<file path="src/hdl/bnis_pkg.sv">
// shared types and constants for the batch-norm scale/shift block
`default_nettype none
package bnis_pkg;
    localparam int CHANNELS = 16;
    localparam int CH_W     = 4;
    localparam logic [15:0] EPS_RESET = 16'd1;
    localparam logic [31:0] Q_MAX = 32'h7fff_ffff;
    localparam logic [31:0] Q_MIN = 32'h8000_0000;

    typedef enum logic {
        CMD_LOAD    = 1'b0,
        CMD_PROCESS = 1'b1
    } cmd_t;

    typedef struct packed {
        logic        command;
        logic [3:0]  channel;
        logic [31:0] sample_value;
        logic [31:0] gamma_value;
        logic [31:0] beta_value;
        logic [31:0] mean_value;
        logic [30:0] variance_value;
    } in_item_t;

    typedef struct packed {
        logic [31:0] out_value;
        logic        saturated;
    } out_item_t;

    // one table entry: scale, shift and the load-time clip flag
    typedef struct packed {
        logic [31:0] scale;
        logic [31:0] shift;
        logic        clipped;
    } entry_t;

    typedef struct packed {
        logic           we;
        logic [CH_W-1:0] waddr;
        entry_t         wdata;
    } tbl_wr_t;

    // saturate a 64-bit signed value to 32 bits
    function automatic logic [32:0] sat32(input logic signed [63:0] v);
        logic [32:0] r;
        if (v > 64'sd2147483647) r = {1'b1, Q_MAX};
        else if (v < -64'sd2147483648) r = {1'b1, Q_MIN};
        else r = {1'b0, v[31:0]};
        return r;
    endfunction
endpackage
`default_nettype wire

</file>
<file path="src/hdl/bnis_table.sv">
// per-channel scale/shift memory, one write and one registered read port
`default_nettype none
module bnis_table (
    input  wire logic                       aclk,
    input  wire bnis_pkg::tbl_wr_t          wr,
    input  wire logic                       rd_en,
    input  wire logic [bnis_pkg::CH_W-1:0]  rd_addr,
    output bnis_pkg::entry_t                rd_data
);
    bnis_pkg::entry_t mem [bnis_pkg::CHANNELS];

    always_ff @(posedge aclk) begin
        if (wr.we) begin
            mem[wr.waddr] <= wr.wdata;
        end
        if (rd_en) begin
            rd_data <= mem[rd_addr];
        end
    end
endmodule
`default_nettype wire

</file>
<file path="config.mk">
export PLATFORM = sky130hd
export DESIGN_NAME = bnis_table
export DESIGN_NICKNAME = d
export VERILOG_FILES = /design/src/hdl/bnis_pkg.sv /design/src/hdl/bnis_table.sv
export SDC_FILE = /design/constraint.sdc
export NUM_CORES = 1
export LEC_CHECK = 0
export BUFFER_PORTS_ARGS = -buffer_cell sky130_fd_sc_hd__buf_2
export CORE_UTILIZATION = 60
export CTS_BUF_LIST = sky130_fd_sc_hd__clkbuf_4 sky130_fd_sc_hd__clkbuf_8
export DETAILED_ROUTE_END_ITERATION = 12
export GPL_TIMING_DRIVEN = 0
export HOLD_SLACK_MARGIN = 0.08
export PLACE_DENSITY = 0.8
export SYNTH_ARGS = -nofsm -noshare
export SYNTH_HDL_FRONTEND = slang
export SYNTH_SLANG_ARGS = --single-unit
export TNS_END_PERCENT = 50
</file>
<file path="constraint.sdc">
create_clock -name aclk -period 11.9 [get_ports aclk]
set_input_delay 2.38 -clock aclk [delete_from_list [all_inputs] [get_ports aclk]]
set_output_delay 2.38 -clock aclk [all_outputs]
set_load 0.01 [all_outputs]
</file>
==> flow_metrics.env <==
export IMPL_final_area_um2=47000
export IMPL_pwr_density_cell_nw_per_um2=165
export IMPL_drv_cap=0
export IMPL_synth_area_um2=40900
export IMPL_clk_pin_slew_ns=0.07
export IMPL_antenna_found_initial=10
export IMPL_cp_data_required_time_ns=12.43
export IMPL_max_freq_mhz=247
export IMPL_fin_crit_sh_pct=34.0
export IMPL_setup_ws_ns=7.86
export IMPL_syn_to_final_growth_pct=14.9
export IMPL_r2r_end="rd_data[48]"
export IMPL_fp_coreArea_um2=67300
export IMPL_cts_setup_buffers=0
export IMPL_cts_made_buffers=166
export IMPL_post_synth_num_cell_types=18
export IMPL_finalHoldViolCount=0
export IMPL_dieArea_um2=69200
export IMPL_crit_type="input pin to register"
export IMPL_dpl_hpwl_um=55400
export IMPL_p_seq_share_pct=57.1
export IMPL_globalplace_congestion=0.717
export IMPL_route_detailed_drc=0
export IMPL_seq_area_frac_synth_pct=81.1
export IMPL_htree_num_levels=4
export IMPL_gr_total_overflow=0
export IMPL_intPower_mw=6.08
export IMPL_maxSlewHeadroom_pct=30.4
export IMPL_dpl_worst_slack_ns=7.05
export IMPL_nNetsFinal=2120
export IMPL_place_area_um2=43900
export IMPL_cts_buffer_depth=3
export IMPL_pin_count=141
export IMPL_comb_power_share_pct=5.2
export IMPL_vias_per_cell=6.43
export IMPL_cp_num_buf_inv=3
export IMPL_path_delay_family="buffers and inverters"
export IMPL_vdd_drop_max_uv=85.6
export IMPL_final_core_util_pct=69.8
export IMPL_fin_cells=3046
export IMPL_grt_first_pass_wirelength_um=132000
export IMPL_p_total_mw=7.73
export IMPL_slowest_delay_ns=0.70
export IMPL_cpMaxStageDelayCell="clkbuf_1"
export IMPL_vias=19600
export IMPL_drt_iter0_drc=2395
export IMPL_crit_chain="buf_2, buf_2, clkbuf_1, mux4_2, a22oi_1, nand2_1"
export IMPL_grt_pass1_vias=20700
export IMPL_clockPowerShare_pct=37.7
export IMPL_fp_row_count=95
export IMPL_grt_use_total_pct=26.7
export IMPL_ant_nets=0
export IMPL_crit_arrival_ns=4.57
export IMPL_synth_seq_cells=1105
export IMPL_status="finished, final reports clean"
export IMPL_worst_hold_path_endpoint="rd_data[24]"
export IMPL_yosysWarnings=0
export IMPL_cts_tree="done"
export IMPL_critPathCaptureType="register"
export IMPL_wirelength_um=90000
export IMPL_r2r_start="mem[1][48]"
export IMPL_syn_inst=1673
export IMPL_multiInputGateArea_um2=7320
export IMPL_hold_ws_ns=0.744
export IMPL_dp_cells=2749
export IMPL_timing_final_crit_period_ns=4.04
export IMPL_min_path_cells=3
export IMPL_nFillCells=3777
export IMPL_dieWidth_um=263
export IMPL_root_buffer="clkbuf_8"
export IMPL_grt_setup_unrepaired="no"
export IMPL_power_switching_mw=1.65
export IMPL_switching_share_pct=21.3
export IMPL_hold_path_startpoint="mem[15][24]"
export IMPL_firstDrtPassIters=5
export IMPL_final_max_slew_viol_count=0
export IMPL_startpoint_type="input pin"
export IMPL_hold_buffers=0
export IMPL_synth_nets=1749
export IMPL_numPortBuffers=138
export IMPL_clock_sinks=1105
export IMPL_crit_path_frequent_cell="buf_2"
export IMPL_drive_gt1_share_pct=35.7
export IMPL_worstSkewPairLatency_ns=0.82
export IMPL_rr_worst_depth=3
export IMPL_wl_per_cell_um=29.5
export IMPL_r2r_setup_slack_ns=10.32
export IMPL_critical_path_max_fanout=10
export IMPL_skew_ns=0.0293
export IMPL_die_h_um=263
export IMPL_tns_ns=0
export IMPL_regArea_um2=33200
export IMPL_cts_resized=0
export IMPL_synth_avg_cell_area_um2=24.4
export IMPL_min_path_type="register to register"
export IMPL_setup_viol=0
export IMPL_max_slew_worst_pin_slew_ns=1.04
export IMPL_grt_max_degree=37
export IMPL_power_leakage_nw=15.2
export IMPL_initial_core_util_pct=60.8
-- layout make-up --
type / count / share of cell area [%]
Sequential cell: 1105 / 70.6
Multi-Input combinational cell: 482 / 15.6
Clock buffer: 228 / 5.93
Timing Repair Buffer: 203 / 3.75
Tap cell: 873 / 2.33
Buffer: 86 / 1.07
Clock inverter: 63 / 0.669
Antenna cell: 6 / 0.0320
-- power by group through the flow --
stage               clock (mW)  sequential [mW]  combinational (mW)
global route              3.11             4.41               0.427
finish                    2.91             4.41               0.404
detailed placement           0             4.49               0.405
global placement             0             4.49               0.372
floorplan                    0             4.50               0.209
CTS                       2.95             4.41               0.407
-- worst max-delay path by stage --
stage	startpoint	depth (start not counted)	endpoint
4_1_cts	rd_addr[1]	6	rd_data[36]
3_3_place_gp	wr[67]	3	mem[8][16]
5_1_grt	rd_addr[1]	6	rd_data[51]
2_1_floorplan	wr[67]	2	mem[0][0]
6_report	rd_addr[1]	6	rd_data[51]
3_5_place_dp	rd_addr[1]	6	rd_data[34]
-- registers in the layout, indices dropped and copies added, names as in the netlist --
signal,flops
mem,1040
rd_data,65
-- worst reg2reg max path, stage by stage (launching register included) --
cell and delay [ns]:
edfxtp_1 0.40, mux4_2 0.47, a22oi_1 0.30, nand2_1 0.14
-- kinds of logic after synthesis --
kind of cell,synth area share [%]
buf+inv,1.22
compound gates,2.39
mux,14.3
flops,81.1
simple gates,0.921
-- layer usage --
layer	GRT usage [%]	vias to the layer above	routed length, µm
met4	9.86	8	2280
met3	7.01	165	9240
met2	43.4	1240	45700
met1	35.3	10200	32700
li1	-	8003	-
met5	0	-	48
-- cells in the final DEF (no fill, tap or decap) --
cell type      n
edfxtp_1    1105
mux4_2       260
clkbuf_8     172
buf_2        159
a22oi_1      130
nand2_1       66
clkbuf_4      56
buf_6         45
clkinv_1      42
clkbuf_1      36
buf_12        25
nor2_4        12
clkinv_2      11
buf_4          9
buf_16         7
diode_2        6
clkinvlp_4     6
buf_1          5
nor3_2         4
buf_8          3
inv_6          3
nor2b_1        2
nand3b_1       2
nand2b_1       2
and2_1         1
nor2_1         1
nand3_1        1
or3b_1         1
bufinv_16      1
-- Yosys cell counts --
master | number | area (µm²)
a22oi_1 | 130 | 976
and2_1 | 1 | 6.26
buf_1 | 5 | 18.8
buf_2 | 22 | 110
buf_4 | 7 | 52.6
buf_6 | 15 | 169
buf_8 | 1 | 15.0
clkbuf_1 | 36 | 135
edfxtp_1 | 1105 | 33200
mux4_2 | 260 | 5860
nand2_1 | 66 | 248
nand2b_1 | 2 | 12.5
nand3_1 | 1 | 5.00
nand3b_1 | 2 | 15.0
nor2_1 | 13 | 48.8
nor2b_1 | 2 | 12.5
nor3_1 | 4 | 20.0
or3b_1 | 1 | 8.76
Note: power is estimated with default switching activity, not from simulation.
