==> src/hdl/bnis_pkg.sv <==
// shared types and constants for the batch-norm scale/shift block
`default_nettype none
package bnis_pkg;
    localparam int CHANNELS = 16;
    localparam int CH_W     = 4;
    localparam logic [15:0] EPS_RESET = 16'd1;
    localparam logic [31:0] Q_MAX = 32'h7fff_ffff;
    localparam logic [31:0] Q_MIN = 32'h8000_0000;

    typedef enum logic {
        CMD_LOAD    = 1'b0,
        CMD_PROCESS = 1'b1
    } cmd_t;

    typedef struct packed {
        logic        command;
        logic [3:0]  channel;
        logic [31:0] sample_value;
        logic [31:0] gamma_value;
        logic [31:0] beta_value;
        logic [31:0] mean_value;
        logic [30:0] variance_value;
    } in_item_t;

    typedef struct packed {
        logic [31:0] out_value;
        logic        saturated;
    } out_item_t;

    // one table entry: scale, shift and the load-time clip flag
    typedef struct packed {
        logic [31:0] scale;
        logic [31:0] shift;
        logic        clipped;
    } entry_t;

    typedef struct packed {
        logic           we;
        logic [CH_W-1:0] waddr;
        entry_t         wdata;
    } tbl_wr_t;

    // saturate a 64-bit signed value to 32 bits
    function automatic logic [32:0] sat32(input logic signed [63:0] v);
        logic [32:0] r;
        if (v > 64'sd2147483647) r = {1'b1, Q_MAX};
        else if (v < -64'sd2147483648) r = {1'b1, Q_MIN};
        else r = {1'b0, v[31:0]};
        return r;
    endfunction
endpackage
`default_nettype wire

==> src/hdl/bnis_loader.sv <==
// load path: isqrt, rounded divide and shift term, one bit per cycle
`default_nettype none
module bnis_loader (
    input  wire logic                      aclk,
    input  wire logic                      aresetn,
    input  wire logic                      start,
    input  wire bnis_pkg::in_item_t        item,
    input  wire logic [15:0]               epsilon,
    output logic                           busy,
    output bnis_pkg::tbl_wr_t              wr
);
    typedef enum logic [5:0] {
        L_IDLE = 6'b000001,
        L_SQRT = 6'b000010,
        L_DIV  = 6'b000100,
        L_SCL  = 6'b001000,
        L_MUL  = 6'b010000,
        L_WR   = 6'b100000
    } lstate_t;

    lstate_t           state_reg, state_next;
    logic [5:0]        cnt_reg;
    logic [3:0]        ch_reg;
    logic [31:0]       gamma_reg, beta_reg, mean_reg;
    // sqrt of a 48-bit radicand: 24 bit pairs
    logic [47:0]       rad_reg;
    logic [25:0]       rem_reg;
    logic [23:0]       root_reg;
    // divide of 48-bit magnitude by 24-bit root
    logic [47:0]       num_reg;
    logic [24:0]       drem_reg;
    logic [47:0]       quo_reg;
    logic [31:0]       scale_reg;
    logic              clip_reg;
    logic signed [63:0] prod_reg;

    logic [25:0]       trial;
    logic [24:0]       dsh;
    logic [47:0]       var_eps;
    logic [31:0]       gmag;
    logic [48:0]       qr;
    logic signed [49:0] sq;
    logic [32:0]       s_sat;
    logic signed [63:0] diff;
    logic [32:0]       h_sat;

    // busy also covers the cycle in which the table write lands
    assign busy = (state_reg != L_IDLE) || wr.we;
    assign trial = {rem_reg[23:0], rad_reg[47:46]} - {root_reg, 2'b01};
    assign dsh = {drem_reg[23:0], num_reg[47]};
    assign var_eps = {17'd0, item.variance_value} + {32'd0, epsilon};
    assign gmag = gamma_reg[31] ? (~gamma_reg + 32'd1) : gamma_reg;
    // round to nearest: remainder*2 >= divisor
    assign qr = {1'b0, quo_reg} + {48'd0, ({drem_reg, 1'b0} >= {2'b00, root_reg})};
    assign sq = gamma_reg[31] ? -$signed({1'b0, qr}) : $signed({1'b0, qr});
    assign s_sat = bnis_pkg::sat32(64'(sq));
    assign diff = 64'($signed(beta_reg)) - (prod_reg >>> 16);
    assign h_sat = bnis_pkg::sat32(diff);

    always_comb begin
        state_next = state_reg;
        unique case (state_reg)
            L_IDLE: if (start) state_next = L_SQRT;
            L_SQRT: if (cnt_reg == 6'd23) state_next = L_DIV;
            L_DIV:  if (cnt_reg == 6'd47) state_next = L_SCL;
            L_SCL:  state_next = L_MUL;
            L_MUL:  state_next = L_WR;
            L_WR:   state_next = L_IDLE;
            default: state_next = L_IDLE;
        endcase
    end

    always_ff @(posedge aclk) begin
        if (!aresetn) begin
            state_reg <= L_IDLE;
            cnt_reg   <= '0;
        end else begin
            state_reg <= state_next;
            if (state_next != state_reg) cnt_reg <= '0;
            else cnt_reg <= cnt_reg + 6'd1;
        end
    end

    always_ff @(posedge aclk) begin
        if (!aresetn) wr.we <= 1'b0;
        else wr.we <= (state_reg == L_WR);
        unique case (state_reg)
            L_IDLE: begin
                ch_reg    <= item.channel;
                gamma_reg <= item.gamma_value;
                beta_reg  <= item.beta_value;
                mean_reg  <= item.mean_value;
                rad_reg   <= {var_eps[31:0], 16'd0};
                rem_reg   <= '0;
                root_reg  <= '0;
                clip_reg  <= 1'b0;
            end
            L_SQRT: begin
                rad_reg <= {rad_reg[45:0], 2'b00};
                if (!trial[25]) begin
                    rem_reg  <= trial;
                    root_reg <= {root_reg[22:0], 1'b1};
                end else begin
                    rem_reg  <= {rem_reg[23:0], rad_reg[47:46]};
                    root_reg <= {root_reg[22:0], 1'b0};
                end
                num_reg  <= {gmag, 16'd0};
                drem_reg <= '0;
                quo_reg  <= '0;
            end
            L_DIV: begin
                num_reg <= {num_reg[46:0], 1'b0};
                if (dsh >= {1'b0, root_reg}) begin
                    drem_reg <= dsh - {1'b0, root_reg};
                    quo_reg  <= {quo_reg[46:0], 1'b1};
                end else begin
                    drem_reg <= dsh;
                    quo_reg  <= {quo_reg[46:0], 1'b0};
                end
            end
            L_SCL: begin
                if (root_reg == '0) begin
                    // zero root: clip by sign of gamma
                    if (gamma_reg == '0) begin
                        scale_reg <= '0;
                    end else begin
                        scale_reg <= gamma_reg[31] ? bnis_pkg::Q_MIN : bnis_pkg::Q_MAX;
                        clip_reg  <= 1'b1;
                    end
                end else begin
                    scale_reg <= s_sat[31:0];
                    clip_reg  <= s_sat[32];
                end
            end
            L_MUL: begin
                prod_reg <= $signed(mean_reg) * $signed(scale_reg) + 64'sd32768;
            end
            L_WR: begin
                wr.waddr         <= ch_reg;
                wr.wdata.scale   <= scale_reg;
                wr.wdata.shift   <= h_sat[31:0];
                wr.wdata.clipped <= clip_reg | h_sat[32];
            end
            default: ;
        endcase
    end
endmodule
`default_nettype wire

==> config.mk <==
export PLATFORM = sky130hd
export DESIGN_NAME = bnis_loader
export DESIGN_NICKNAME = d
export VERILOG_FILES = /design/src/hdl/bnis_pkg.sv /design/src/hdl/bnis_loader.sv
export SDC_FILE = /design/constraint.sdc
export NUM_CORES = 2
export LEC_CHECK = 0
export BUFFER_PORTS_ARGS = -buffer_cell sky130_fd_sc_hd__buf_4
export CELL_PAD_IN_SITES_DETAIL_PLACEMENT = 1
export CELL_PAD_IN_SITES_GLOBAL_PLACEMENT = 1
export CORE_UTILIZATION = 46
export CTS_CLUSTER_DIAMETER = 120
export CTS_CLUSTER_SIZE = 30
export DETAILED_ROUTE_END_ITERATION = 10
export HOLD_SLACK_MARGIN = 0.02
export PLACE_DENSITY = 0.82
export SLEW_MARGIN = 25
export SYNTH_ARGS = -nofsm -noshare
export SYNTH_HDL_FRONTEND = slang
export SYNTH_SLANG_ARGS = --single-unit
==> constraint.sdc <==
create_clock -name aclk -period 8.19 [get_ports aclk]
set_input_delay 1.638 -clock aclk [delete_from_list [all_inputs] [get_ports aclk]]
set_output_delay 1.638 -clock aclk [all_outputs]
set_load 0.1 [all_outputs]
==> results by group <==
Global route
  – Largest net degree at the start of global routing: 103
  – First-pass GRT wire length: 308.2 mm
  – Number of global-route vias before repair: 54561
  – Grt total ovfl: 0
  – GRT Util Overall: between 20 and 30%
  – Initial antenna violation count: 14

Yosys
  – Mapped Nets: 7815
  – Area leader, netlist: fa_1
  – Synth Warn #: 0
  – Number of flops mapped to enable cells by yosys: 435
  – Unique masters post-synth: between 100 and 150
  – Dominant synthesized flop cell: edfxtp_1
  – Synthesized cell area: 61020 um^2
  – Post-Synthesis Cells: 6253
  – Sequential element share of the synthesized area: 21.83%
  – Asr flop ratio synth: 0%
  – Area fraction of the dominant cell type after synthesis: 35.60%
  – Seq cells post-synth: 448
  – Syn Area/Cell: 9.758 um^2
  – Synth area leaders: fa_1, edfxtp_1, inv_1, ha_1, nand2_1

Placement
  – Final GP Congestion: 0.9231
  – Placed Area: 67710 um^2
  – I/O Buffers: 220
  – DP Wirelength: between 150 and 200 mm

Timing
  – Fin. max-slew vios: 0
  – Fin crit share: 109.5%
  – Slew Limit Headroom: around 28%
  – Final setup viols: 27
  – Slack of the critical path: -0.7759 ns
  – Worst-margin pin slew: 1.085 ns
  – Hold Fails Final Rpt: 0
  – Fmax: 111.5 MHz
  – RSZ-0062 raised after global routing: yes
  – Minimum clock period: 8.966 ns
  – Worst Skew: about 0.036 ns

Critical path
  – R2R setup slack: -0.78 ns
  – WP data required: around 8.6 ns
  – Setup CP Type: reg2reg
  – Critical Path Slowest Stage Cell: fa_1
  – FF-to-FF End: prod_reg[63]
  – Most frequent CP cell: fa_1
  – Reg-to-Reg Start: mean_reg[11]
  – CP max FO: 16
  – CP Launch Type: flop
  – Reg2reg path depth: 29
  – Largest stage delay, worst path: 0.63 ns
  – Critical path endpoint category: flop
  – Crit path DAT: about 9.4 ns

Floorplanning
  – Initial core utilization: 46.41%
  – Die Y: 366.2 um
  – Die X-Extent: between 300 and 400 um
  – FP Rows: 133
  – Placeable Area: 131500 um^2
  – Die ar.: 134100 um^2
  – Ports: 254

Clocking
  – TritonCTS clock tree: done
  – Clk Latency, worst-skew pair: 0.69 ns
  – # hold bufs at CTS: 0
  – Clock Path Buffers: 3
  – Clk root buf: clkbuf_16
  – CTS Sinks: 448
  – CTS H-Tree Depth: 1
  – Clk pin slew, worst setup/hold paths: 0.12 ns
  – Cts bufs inserted: 25

Route
  – Drt first pass iters: 6
  – Via count: 48893
  – # DRC: 0
  – Post-route ant nets: 0
  – Average wire per standard cell: 25.99 um
  – Vias per Instance: 5.755
  – First DRT Iteration DRCs: 4222
  – Routed WL: approximately 220 mm

Run status
  – Status: finished with violations
  – Failing checks: setup timing

Final layout
  – Area growth from synthesis to final layout: 15.46%
  – Design Area, Final: 70450 um^2
  – Number of fill cells: 14552
  – Max reg flops: 70
  – Share of layout cells above drive strength 1: between 10% and 20%
  – Final net count: 8280
  – Most frequent cells in the layout: inv_1, fa_1, nand2_1
  – Most common cell after layout, fill and taps aside: inv_1

Worst hold path
  – Worst hold path class: reg2reg
  – Hold_sp: ch_reg[3]
  – Min-Delay Endpoint: wr[68]
  – Hold Crit Depth: 0

Job
  – Max_cap viols: 0
-- logic make-up after synthesis --
| group | after synthesis | share of synthesized area (%) |
|---|---|---|
| and+or+nand+nor | 1922 | 15.12 |
| buffers and inverters | 1513 | 9.406 |
| adders and majority gates | 1379 | 41.63 |
| AOI/OAI and AO/OA | 651 | 6.995 |
| DFF | 448 | 21.83 |
| xor gates and xnor gates | 292 | 4.235 |
| muxes | 48 | 0.7874 |
-- critical path: cells and delay by family (launching register included) --
kind	cells	cell delay, ns
adders and majority gates	9	4.77
buffers and inverters	6	0.92
and+or+nand+nor	4	0.95
AOI/OAI and AO/OA	9	1.62
xor gates and xnor gates	1	0.07
DFF	1	0.38
-- per-layer routing --
layer  routed length [um]  vias up  track usage (%)
li1                     -    20388                -
met1                78430    25073            34.51
met2               109000     2385            52.90
met3                16850     1031            4.421
met4                16500       16            14.64
met5                   85        -                0
-- area by class of cell --
| type | instances | area (um^2) | share of cell area (%) |
|---|---|---|---|
| multi-input cells | 4292 | 42750 | 60.68 |
| diodes | 5 | 12.51 | 0.01776 |
| clock inverters | 12 | 259.0 | 0.3676 |
| flip-flops and latches | 448 | 13320 | 18.91 |
| repair buffers | 722 | 6594 | 9.360 |
| well taps | 1755 | 2196 | 3.117 |
| clock buffers | 33 | 698.2 | 0.9910 |
| inverters | 1229 | 4621 | 6.559 |
-- worst max-delay path by stage --
stage,to,depth (start not counted),start
after detailed placement,prod_reg[63],30,scale_reg[2]
after CTS,prod_reg[63],31,mean_reg[31]
final,prod_reg[63],29,mean_reg[11]
after global placement,prod_reg[63],30,scale_reg[2]
after floorplan,prod_reg[63],29,mean_reg[12]
after global routing,prod_reg[63],28,mean_reg[11]
-- synth_stat cells, drive strengths merged (12+ instances only) --
cell type	number
ha	294
or3	30
nor3	63
or4	13
o21bai	24
nor2b	25
and3	31
nand4	45
nor4	33
nand4b	12
o211ai	14
and4	12
o21ai	169
o21a	31
o31ai	23
a211oi	24
nor2	275
a21o	78
nand2b	48
a31oi	27
xor2	108
inv	1229
a21oi	173
buf	26
nand2	901
nand3	61
and2	335
dfxtp	13
xnor2	184
mux2i	48
clkbuf	258
edfxtp	435
fa	1085
or2	14
-- through the flow --
step | util, % | worst slack, ns | hold WS, ns | TNS (ns) | instances
after floorplan | - | 0.004971 | 0.4003 | 0 | 6253
after global placement | 51.48 | -0.5131 | 0.4007 | -2.898 | 8362
after detailed placement | 51.51 | -0.7674 | 0.4052 | -6.629 | 8363
after CTS | 52.79 | -0.1448 | 0.4334 | -0.3482 | 8443
after global routing | 53.58 | -0.8117 | 0.4392 | -12.71 | 8493
final | 53.59 | -0.7759 | 0.4322 | -10.86 | 8496
-- repair_timing --
| action | in CTS | in global routing |
|---|---|---|
| buffers inserted | 33 | 46 |
| pin swaps | 67 | 135 |
| resized for setup | 103 | 143 |
| setup endpoints to repair | 20 | 23 |
| gates cloned | 2 | 3 |
Power is not shown: default switching activity piles up to over one toggle a cycle in this logic, so the estimate is an artifact.
